`src/hdl/battery_level_outlier_filter_unit_assert.svh`:
```
// assertion macros for the battery level outlier filter
`ifndef BATTERY_LEVEL_OUTLIER_FILTER_UNIT_ASSERT_SVH
`define BATTERY_LEVEL_OUTLIER_FILTER_UNIT_ASSERT_SVH
`ifndef SYNTH
// same-cycle implication, checked out of reset
`define BLOF_ASSERT_IMPL(label, clk, rst_n, ante, cons) \
    label: assert property (@(posedge clk) disable iff (!rst_n) (ante) |-> (cons)) \
        else $error("blof assertion failed");
// next-cycle implication, checked out of reset
`define BLOF_ASSERT_NEXT(label, clk, rst_n, ante, cons) \
    label: assert property (@(posedge clk) disable iff (!rst_n) (ante) |=> (cons)) \
        else $error("blof assertion failed");
`else
`define BLOF_ASSERT_IMPL(label, clk, rst_n, ante, cons)
`define BLOF_ASSERT_NEXT(label, clk, rst_n, ante, cons)
`endif
`endif

```
`src/hdl/blof_pkg.sv`:
```
// shared constants and types of the battery level outlier filter
package blof_pkg;

    localparam int WINDOW_DEPTH  = 5;
    localparam int PARTIAL_DEPTH = 4;
    localparam int SAMPLE_W      = 8;
    localparam int IDX_W         = 3;
    localparam int ACC_W         = 11;
    localparam int CFG_IDX_W     = 2;

    // floor(x / 5) = (x * 3277) >> 14 for x up to 1275
    localparam int DIV5_MUL   = 3277;
    localparam int DIV5_MUL_W = 12;
    localparam int DIV5_SHIFT = 14;

    localparam logic [CFG_IDX_W-1:0] REG_OUTLIER_LIMIT     = 2'd0;
    localparam logic [CFG_IDX_W-1:0] REG_WARNING_THRESHOLD = 2'd1;
    localparam logic [CFG_IDX_W-1:0] REG_STOP_THRESHOLD    = 2'd2;

    localparam logic [1:0] ALARM_NONE = 2'd0;
    localparam logic [1:0] ALARM_WARN = 2'd1;
    localparam logic [1:0] ALARM_STOP = 2'd2;

    localparam logic [SAMPLE_W-1:0] LIMIT_RESET = 8'd5;

    typedef struct packed {
        logic [ACC_W-1:0] a;
        logic [ACC_W-1:0] b;
        logic [ACC_W-1:0] c;
    } alu_req_t;

    typedef struct packed {
        logic [ACC_W-1:0] sum;
        logic             lt;
    } alu_rsp_t;

endpackage

```
`src/hdl/battery_level_outlier_filter_unit.sv`:
```
// top level of the battery level outlier filter: sequencer, window, registers
// steps: while the window fills, sum and divide; once full, load, scan high and low, clamp
// high and low, sum, divide, stop compare and warning compare (skipped on a stop alarm)
// the input stalls from accept until the result goes to the output register, which waits
// on out_stall; the single add/compare unit serves scan, clamp, sum and alarm steps
// reset (rst_n low, asynchronous) clears window, slot, average and loads register defaults
module battery_level_outlier_filter_unit (
    input  logic                               clk,
    input  logic                               rst_n,
    // input item channel
    input  logic                               in_valid,
    output logic                               in_stall,
    input  logic [blof_pkg::SAMPLE_W-1:0]      sample,
    // result channel
    output logic                               out_valid,
    input  logic                               out_stall,
    output logic [1:0]                         alarm,
    output logic [blof_pkg::SAMPLE_W-1:0]      level,
    // configuration write channel
    input  logic                               cfg_valid,
    output logic                               cfg_ready,
    input  logic [blof_pkg::CFG_IDX_W-1:0]     cfg_index,
    input  logic [blof_pkg::SAMPLE_W-1:0]      cfg_data
);

`include "battery_level_outlier_filter_unit_assert.svh"

    // sequencer states
    typedef enum logic [3:0] {
        ST_IDLE,
        ST_LOAD,
        ST_SCAN_HI,
        ST_SCAN_LO,
        ST_CLAMP_HI,
        ST_CLAMP_LO,
        ST_SUM,
        ST_DIV,
        ST_ALARM_STOP,
        ST_ALARM_WARN,
        ST_FINISH
    } state_t;

    localparam logic [blof_pkg::IDX_W-1:0] IDX_LAST_FULL =
        blof_pkg::IDX_W'(blof_pkg::WINDOW_DEPTH - 1);
    localparam logic [blof_pkg::IDX_W-1:0] IDX_LAST_PART =
        blof_pkg::IDX_W'(blof_pkg::PARTIAL_DEPTH - 1);
    localparam int PROD_W = blof_pkg::ACC_W + blof_pkg::DIV5_MUL_W;

    // five-entry sample ring
    logic [blof_pkg::SAMPLE_W-1:0] window_reg [blof_pkg::WINDOW_DEPTH];

    state_t                         state_reg,     state_next;
    logic [blof_pkg::IDX_W-1:0]     idx_reg,       idx_next;
    logic [blof_pkg::IDX_W-1:0]     slot_reg,      slot_next;
    logic                           full_reg,      full_next;
    logic [blof_pkg::SAMPLE_W-1:0]  avg_reg,       avg_next;
    logic [blof_pkg::SAMPLE_W-1:0]  limit_reg,     limit_next;
    logic [blof_pkg::SAMPLE_W-1:0]  warn_reg,      warn_next;
    logic [blof_pkg::SAMPLE_W-1:0]  stop_reg,      stop_next;
    logic [blof_pkg::IDX_W-1:0]     hi_idx_reg,    hi_idx_next;
    logic [blof_pkg::IDX_W-1:0]     lo_idx_reg,    lo_idx_next;
    logic [blof_pkg::SAMPLE_W-1:0]  max_val_reg,   max_val_next;
    logic [blof_pkg::SAMPLE_W-1:0]  min_val_reg,   min_val_next;
    logic [blof_pkg::ACC_W-1:0]     acc_reg,       acc_next;
    logic [blof_pkg::SAMPLE_W-1:0]  sample_reg,    sample_next;
    logic [1:0]                     alarm_calc_reg, alarm_calc_next;
    logic                           out_valid_reg, out_valid_next;
    logic [1:0]                     alarm_reg,     alarm_next;
    logic [blof_pkg::SAMPLE_W-1:0]  level_reg,     level_next;

    // single window write port
    logic                           wr_en;
    logic [blof_pkg::IDX_W-1:0]     wr_idx;
    logic [blof_pkg::SAMPLE_W-1:0]  wr_data;

    logic [blof_pkg::SAMPLE_W-1:0]  rd_data;
    logic [blof_pkg::IDX_W-1:0]     slot_eff;
    logic [PROD_W-1:0]              prod;

    blof_pkg::alu_req_t alu_req;
    blof_pkg::alu_rsp_t alu_rsp;

    blof_alu u_alu (
        .req (alu_req),
        .rsp (alu_rsp)
    );

    // one read address into the ring, driven by the sequencer counter
    assign rd_data = window_reg[idx_reg];

    // a slot that somehow left the ring falls back to entry 0
    assign slot_eff = (slot_reg < blof_pkg::IDX_W'(blof_pkg::WINDOW_DEPTH)) ? slot_reg : '0;

    // divide by five via reciprocal multiply
    assign prod = PROD_W'(acc_reg) * PROD_W'(blof_pkg::DIV5_MUL);

    assign in_stall  = (state_reg != ST_IDLE);
    assign cfg_ready = 1'b1;
    assign out_valid = out_valid_reg;
    assign alarm     = alarm_reg;
    assign level     = level_reg;

    always_comb
    begin
        state_next      = state_reg;
        idx_next        = idx_reg;
        slot_next       = slot_reg;
        full_next       = full_reg;
        avg_next        = avg_reg;
        limit_next      = limit_reg;
        warn_next       = warn_reg;
        stop_next       = stop_reg;
        hi_idx_next     = hi_idx_reg;
        lo_idx_next     = lo_idx_reg;
        max_val_next    = max_val_reg;
        min_val_next    = min_val_reg;
        acc_next        = acc_reg;
        sample_next     = sample_reg;
        alarm_calc_next = alarm_calc_reg;
        alarm_next      = alarm_reg;
        level_next      = level_reg;
        wr_en           = 1'b0;
        wr_idx          = slot_eff;
        wr_data         = sample;
        alu_req         = '0;

        // result leaves when the consumer takes it
        out_valid_next = out_valid_reg && out_stall;

        // configuration writes, only to be issued while idle by the user; the block does not enforce it
        if (cfg_valid && cfg_ready)
        begin
            unique case (cfg_index)
                blof_pkg::REG_OUTLIER_LIMIT:     limit_next = cfg_data;
                blof_pkg::REG_WARNING_THRESHOLD: warn_next  = cfg_data;
                blof_pkg::REG_STOP_THRESHOLD:    stop_next  = cfg_data;
                default:                         ;
            endcase
        end

        unique case (state_reg)
            ST_IDLE:
            begin
                if (in_valid && !in_stall)
                begin
                    // store the sample and advance the ring slot
                    wr_en       = 1'b1;
                    wr_idx      = slot_eff;
                    wr_data     = sample;
                    sample_next = sample;
                    idx_next    = '0;
                    acc_next    = '0;
                    if (slot_eff == IDX_LAST_FULL)
                    begin
                        slot_next  = '0;
                        full_next  = 1'b1;
                        state_next = ST_LOAD;
                    end
                    else
                    begin
                        slot_next  = slot_eff + 1'b1;
                        state_next = full_reg ? ST_LOAD : ST_SUM;
                    end
                end
            end
            ST_LOAD:
            begin
                // entry 0 seeds both extremes
                max_val_next = rd_data;
                min_val_next = rd_data;
                hi_idx_next  = '0;
                lo_idx_next  = '0;
                idx_next     = blof_pkg::IDX_W'(1);
                state_next   = ST_SCAN_HI;
            end
            ST_SCAN_HI:
            begin
                // strictly greater keeps the first highest entry
                alu_req.a = blof_pkg::ACC_W'(max_val_reg);
                alu_req.c = blof_pkg::ACC_W'(rd_data);
                if (alu_rsp.lt)
                begin
                    max_val_next = rd_data;
                    hi_idx_next  = idx_reg;
                end
                if (idx_reg == IDX_LAST_FULL)
                begin
                    idx_next   = blof_pkg::IDX_W'(1);
                    state_next = ST_SCAN_LO;
                end
                else
                begin
                    idx_next = idx_reg + 1'b1;
                end
            end
            ST_SCAN_LO:
            begin
                // strictly smaller keeps the first lowest entry
                alu_req.a = blof_pkg::ACC_W'(rd_data);
                alu_req.c = blof_pkg::ACC_W'(min_val_reg);
                if (alu_rsp.lt)
                begin
                    min_val_next = rd_data;
                    lo_idx_next  = idx_reg;
                end
                if (idx_reg == IDX_LAST_FULL)
                begin
                    state_next = ST_CLAMP_HI;
                end
                else
                begin
                    idx_next = idx_reg + 1'b1;
                end
            end
            ST_CLAMP_HI:
            begin
                // max > avg + limit
                alu_req.a = blof_pkg::ACC_W'(avg_reg);
                alu_req.b = blof_pkg::ACC_W'(limit_reg);
                alu_req.c = blof_pkg::ACC_W'(max_val_reg);
                if (alu_rsp.lt)
                begin
                    wr_en   = 1'b1;
                    wr_idx  = hi_idx_reg;
                    wr_data = avg_reg;
                    // lower test must see the replaced value on a shared entry
                    if (lo_idx_reg == hi_idx_reg)
                    begin
                        min_val_next = avg_reg;
                    end
                end
                state_next = ST_CLAMP_LO;
            end
            ST_CLAMP_LO:
            begin
                // min + limit < avg, same as min < avg - limit without going negative
                alu_req.a = blof_pkg::ACC_W'(min_val_reg);
                alu_req.b = blof_pkg::ACC_W'(limit_reg);
                alu_req.c = blof_pkg::ACC_W'(avg_reg);
                if (alu_rsp.lt)
                begin
                    wr_en   = 1'b1;
                    wr_idx  = lo_idx_reg;
                    wr_data = avg_reg;
                end
                idx_next   = '0;
                acc_next   = '0;
                state_next = ST_SUM;
            end
            ST_SUM:
            begin
                // accumulate one entry a cycle
                alu_req.a = acc_reg;
                alu_req.b = blof_pkg::ACC_W'(rd_data);
                acc_next  = alu_rsp.sum;
                if (idx_reg == (full_reg ? IDX_LAST_FULL : IDX_LAST_PART))
                begin
                    state_next = ST_DIV;
                end
                else
                begin
                    idx_next = idx_reg + 1'b1;
                end
            end
            ST_DIV:
            begin
                if (full_reg)
                begin
                    avg_next   = prod[blof_pkg::DIV5_SHIFT +: blof_pkg::SAMPLE_W];
                    state_next = ST_ALARM_STOP;
                end
                else
                begin
                    // partial window: floor of sum over four
                    avg_next        = acc_reg[2 +: blof_pkg::SAMPLE_W];
                    alarm_calc_next = blof_pkg::ALARM_NONE;
                    state_next      = ST_FINISH;
                end
            end
            ST_ALARM_STOP:
            begin
                // stop < avg fails means avg <= stop
                alu_req.a = blof_pkg::ACC_W'(stop_reg);
                alu_req.c = blof_pkg::ACC_W'(avg_reg);
                if (!alu_rsp.lt)
                begin
                    alarm_calc_next = blof_pkg::ALARM_STOP;
                    state_next      = ST_FINISH;
                end
                else
                begin
                    state_next = ST_ALARM_WARN;
                end
            end
            ST_ALARM_WARN:
            begin
                alu_req.a       = blof_pkg::ACC_W'(avg_reg);
                alu_req.c       = blof_pkg::ACC_W'(warn_reg);
                alarm_calc_next = alu_rsp.lt ? blof_pkg::ALARM_WARN : blof_pkg::ALARM_NONE;
                state_next      = ST_FINISH;
            end
            ST_FINISH:
            begin
                // hand off once the output register is free
                if (!out_valid_reg || !out_stall)
                begin
                    out_valid_next = 1'b1;
                    alarm_next     = alarm_calc_reg;
                    level_next     = full_reg ? avg_reg : sample_reg;
                    state_next     = ST_IDLE;
                end
            end
            default:
            begin
                state_next = ST_IDLE;
            end
        endcase
    end

    // state and registered outputs
    always_ff @(posedge clk or negedge rst_n)
    begin
        if (!rst_n)
        begin
            state_reg      <= ST_IDLE;
            idx_reg        <= '0;
            slot_reg       <= '0;
            full_reg       <= 1'b0;
            avg_reg        <= '0;
            limit_reg      <= blof_pkg::LIMIT_RESET;
            warn_reg       <= '0;
            stop_reg       <= '0;
            hi_idx_reg     <= '0;
            lo_idx_reg     <= '0;
            alarm_calc_reg <= blof_pkg::ALARM_NONE;
            out_valid_reg  <= 1'b0;
            alarm_reg      <= blof_pkg::ALARM_NONE;
            level_reg      <= '0;
        end
        else
        begin
            state_reg      <= state_next;
            idx_reg        <= idx_next;
            slot_reg       <= slot_next;
            full_reg       <= full_next;
            avg_reg        <= avg_next;
            limit_reg      <= limit_next;
            warn_reg       <= warn_next;
            stop_reg       <= stop_next;
            hi_idx_reg     <= hi_idx_next;
            lo_idx_reg     <= lo_idx_next;
            alarm_calc_reg <= alarm_calc_next;
            out_valid_reg  <= out_valid_next;
            alarm_reg      <= alarm_next;
            level_reg      <= level_next;
        end
    end

    // datapath registers without reset
    always_ff @(posedge clk)
    begin
        max_val_reg <= max_val_next;
        min_val_reg <= min_val_next;
        acc_reg     <= acc_next;
        sample_reg  <= sample_next;
    end

    // ring storage, cleared by reset since the window starts at zero
    always_ff @(posedge clk or negedge rst_n)
    begin
        if (!rst_n)
        begin
            for (int i = 0; i < blof_pkg::WINDOW_DEPTH; i++)
            begin
                window_reg[i] <= '0;
            end
        end
        else if (wr_en)
        begin
            window_reg[wr_idx] <= wr_data;
        end
    end

    // an accepted item lands in the slot that was current
    `BLOF_ASSERT_NEXT(a_sample_stored, clk, rst_n, in_valid && !in_stall, window_reg[$past(slot_reg)] == $past(sample))
    // an accepted item blocks the input until its result is out
    `BLOF_ASSERT_NEXT(a_busy_after_accept, clk, rst_n, in_valid && !in_stall, in_stall)
    // the scan leaves a consistent pair of extremes
    `BLOF_ASSERT_IMPL(a_extremes_ordered, clk, rst_n, state_reg == ST_CLAMP_HI, min_val_reg <= max_val_reg)
    // a stop alarm only goes out with a level at or below the stop threshold
    `BLOF_ASSERT_IMPL(a_stop_level, clk, rst_n, out_valid_reg && alarm_reg == blof_pkg::ALARM_STOP, level_reg <= stop_reg)

endmodule

```
`src/hdl/blof_alu.sv`:
```
// shared add and compare unit: sum = a + b, lt = (a + b) < c
module blof_alu (
    input  blof_pkg::alu_req_t req,
    output blof_pkg::alu_rsp_t rsp
);

    logic [blof_pkg::ACC_W-1:0] sum;

    assign sum     = req.a + req.b;
    assign rsp.sum = sum;
    assign rsp.lt  = (sum < req.c);

endmodule
```
`config.mk`:
```
export PLATFORM = sky130hd
export DESIGN_NAME = battery_level_outlier_filter_unit
export DESIGN_NICKNAME = d
export VERILOG_FILES = /design/src/hdl/blof_pkg.sv /design/src/hdl/battery_level_outlier_filter_unit.sv /design/src/hdl/blof_alu.sv
export VERILOG_INCLUDE_DIRS = /design/src /design/src/hdl
export SDC_FILE = /design/constraint.sdc
export NUM_CORES = 1
export LEC_CHECK = 0
export ABC_AREA = 1
export BUFFER_PORTS_ARGS = -buffer_cell sky130_fd_sc_hd__clkbuf_2
export CAP_MARGIN = 40
export CORE_MARGIN = 2
export CORE_UTILIZATION = 57
export CTS_CLUSTER_DIAMETER = 150
export CTS_CLUSTER_SIZE = 24
export DETAILED_ROUTE_END_ITERATION = 6
export GPL_TIMING_DRIVEN = 0
export PLACE_DENSITY = 0.77
export SETUP_SLACK_MARGIN = 0.02
export SYNTH_ARGS = -nofsm -noshare
export SYNTH_HDL_FRONTEND = slang
export SYNTH_SLANG_ARGS = --single-unit
```
`constraint.sdc`:
```
create_clock -name clk -period 4.55 [get_ports clk]
set_input_delay 0.2275 -clock clk [delete_from_list [all_inputs] [get_ports clk]]
set_output_delay 0.2275 -clock clk [all_outputs]
set_load 0.01 [all_outputs]
```
==> results.cfg <==
[finish]
largest_reg_flops = 40
drive_gt1_share_pct = 31.4
fillers = 992
fin_cells = 1562
num-nets-final = 1466
seq_area_sq_um = 3610
most-common-layout-cells = 218 x nand2_1, 165 x inv_1, 94 x dfrtp_1
mostFrequentLayoutCell = nand2_1
multiInputGateArea_sq_um = 6290
antenna_cells = 0
syn_to_final_growth_pct = 33.2

[min_path]
hp-class = input port to flop
hold_depth = 1
holdPathEnd = sample_reg[1]
worstHoldStart = sample[1]

[place]
dpl.cell_count = 1438
dpl.hpwl_microns = 19700
gp_congestion = 0.909
numPortBuffers = 34

[die]
die_h_microns = 134
io_pins = 36
num_rows = 47
fp.coreArea_sq_um = 16600
die_area_sq_um = 18000
die_w_microns = 134
start_util_pct = 58.3

[critical_path]
rr_worst_depth = 32
cp-end-kind = flop
crit_arrival_ps = 5140
cp_num_buf_inv = 8
crit_path_frequent_cell = nand2_2
crit_fanout = 6
slowest_delay_ps = 480
r2r-start = state_reg[1]
timing.rr.end = window_reg[10]
cp-start-kind = flop
r2r_slack_ps = -230
cp_top_family = simple AND/OR/NAND/NOR gates
worstPathRequired_ps = 4910
slowest_stage = dfrtp_2
path_class = flop to flop

[timing]
drv_slew = 0
timing.hold.ws_ps = -0.218
finalClockSkew_ps = 17.7
clock.fmax_ghz = 0.209
setup_viol = 52
layout_worst_path_cycle_share_pct = 105
finalHoldViolCount = 1
min_period_ps = 4780
rsz0062_at_grt = yes
tns_ps = -4490
worst_pin_slew_ps = 736
relSlewSlack_pct = 50.8
setup_ws_ps = -235

[status]
status = complete, but fails checks
violations = design-rule violations, negative hold slack, negative setup slack

[yosys]
seq_area_frac_synth_pct = 37.3
ys.flop_type = dfrtp_1
synthesis.nets = 1312
syn-mean-instance-area_sq_um = 8.23
synth_cells = 1175
yosysUniqueCellTypes = 50
ys_ff_latch = 137
synth-edff-count = 35
synth_warnings = 0
syn_area_sq_um = 9670
async_reset_ff_share_pct = 74.5

[grt]
grt-ovfl-total = 0
grt_pass1_vias = 8580
grt_pass1_wl_microns = 45000
grt_antenna_before_repair = 0
grtUsageTotal_pct = 32.5
grt_max_degree = 57

[routing]
drcViolationCount = 33
postRouteAntennaNets = 0
drt_first_pass_iters = 7
routed_wirelength_microns = 35000
drt_iter0_drc = 1517
vias_per_cell = 6.45
wl_per_cell_microns = 22.4
vias = 10072

[clocking]
htree_levels = 4
path_clk_slew_ps = 70
clock_path_buffers = 2
cts_made_buffers = 17
cts-root-buf = clkbuf_16
cts.sinks = 137
worstSkewPairLatency_ps = 450
cts_tree = built

[run]
cap_violations = 0
## cell usage after synthesis, types with 4 or more instances
cell / number / area share (%)
nand2_1: 267 / 10
inv_1: 188 / 7.3
o21ai_0: 107 / 5.5
dfrtp_1: 100 / 26
nand3_1: 83 / 4.3
ha_1: 82 / 11
nor2_1: 57 / 2.2
a21oi_1: 44 / 2.3
edfxtp_1: 35 / 11
fa_1: 32 / 6.6
clkbuf_1: 16 / 0.62
o221ai_1: 16 / 1.4
nand2_2: 15 / 0.97
o21bai_1: 12 / 0.93
o22ai_1: 10 / 0.65
a221oi_1: 9 / 0.82
o31ai_1: 9 / 0.70
xnor2_1: 9 / 0.82
buf_4: 5 / 0.39
nor2_4: 5 / 0.58
o211ai_1: 5 / 0.39
xor2_1: 5 / 0.45
buf_2: 4 / 0.21
inv_2: 4 / 0.16
nand3b_1: 4 / 0.31
nand4_1: 4 / 0.26
nor2_2: 4 / 0.26
## layer usage
layer,share of wire (%),GRT usage (%),vias to the layer above
met5,0.043,0,-
met4,7.7,11.3,2
met3,12,6.99,299
met2,44,51.3,859
met1,36,44.6,4704
li1,-,-,4208
## layout make-up
cell class,count,share of cell area (%)
plain buffers,28,1.84
multi-input cells,813,48.8
inverters,197,6.10
well taps,220,2.14
clock inverters,14,1.26
clock buffers,18,3.33
flip-flops and latches,137,28.0
repair buffers,135,8.50
## cell families (layout without fill, tap and decap cells)
| kind of cell | after synthesis | in the layout | share of synthesized area (%) |
|---|---|---|---|
| AO/OA/AOI/OAI | 225 | 225 | 13.7 |
| XOR/XNOR | 14 | 14 | 1.27 |
| AND/OR/NAND/NOR | 458 | 459 | 21.2 |
| other | 1 | 1 | 0.0388 |
| buffers and inverters | 226 | 392 | 9.22 |
| adder cells (fa/ha/maj) | 114 | 114 | 17.2 |
| flip-flops | 137 | 137 | 37.3 |
## worst max path at each step
stage                       from  depth (start not counted)              to  slack [ps]
floorplan             acc_reg[9]                         18      avg_reg[7]          50
global placement    state_reg[3]                         19  min_val_reg[3]       -1390
detailed placement  state_reg[3]                         26   window_reg[0]       -1260
CTS                   idx_reg[0]                         30  window_reg[24]          20
global route        state_reg[1]                         32  window_reg[10]        -320
finish              state_reg[1]                         32  window_reg[10]        -230
## worst register-to-register path, delay by kind of cell, from the launching register on
kind	cells	cell delay (ps)
AOI/OAI and AO/OA	2	340
DFF	1	480
xor gates and xnor gates	1	160
buffers and inverters	8	1060
and+or+nand+nor	19	2080
adders and majority gates	2	590
## metrics by stage
| stage | utilization [%] | cell area [sq um] | worst slack [ps] | hold slack (ps) |
|---|---|---|---|---|
| 2_1_floorplan | - | 9670 | 54.3 | -68.1 |
| 4_1_cts | 70.4 | 11700 | 21.8 | 1.74 |
| 3_3_place_gp | 61.0 | 10100 | -1390 | 427 |
| 5_1_grt | 77.7 | 12900 | -323 | -5.84 |
| 3_5_place_dp | 61.5 | 10200 | -1260 | 338 |
| 6_report | 77.7 | 12900 | -235 | -0.218 |
## timing repair
action | CTS | global route
setup buffers | 43 | 37
pin swaps | 38 | 124
hold endpoints to repair | 50 | 2
gates resized for setup | 126 | 229
gates cloned | 3 | 3
setup endpoints to repair | 72 | 67
hold buffers | 5 | 2
Power is left out: the tool's default activity adds up to more than one toggle a clock period on the data nets, which glitch-free logic cannot reach.
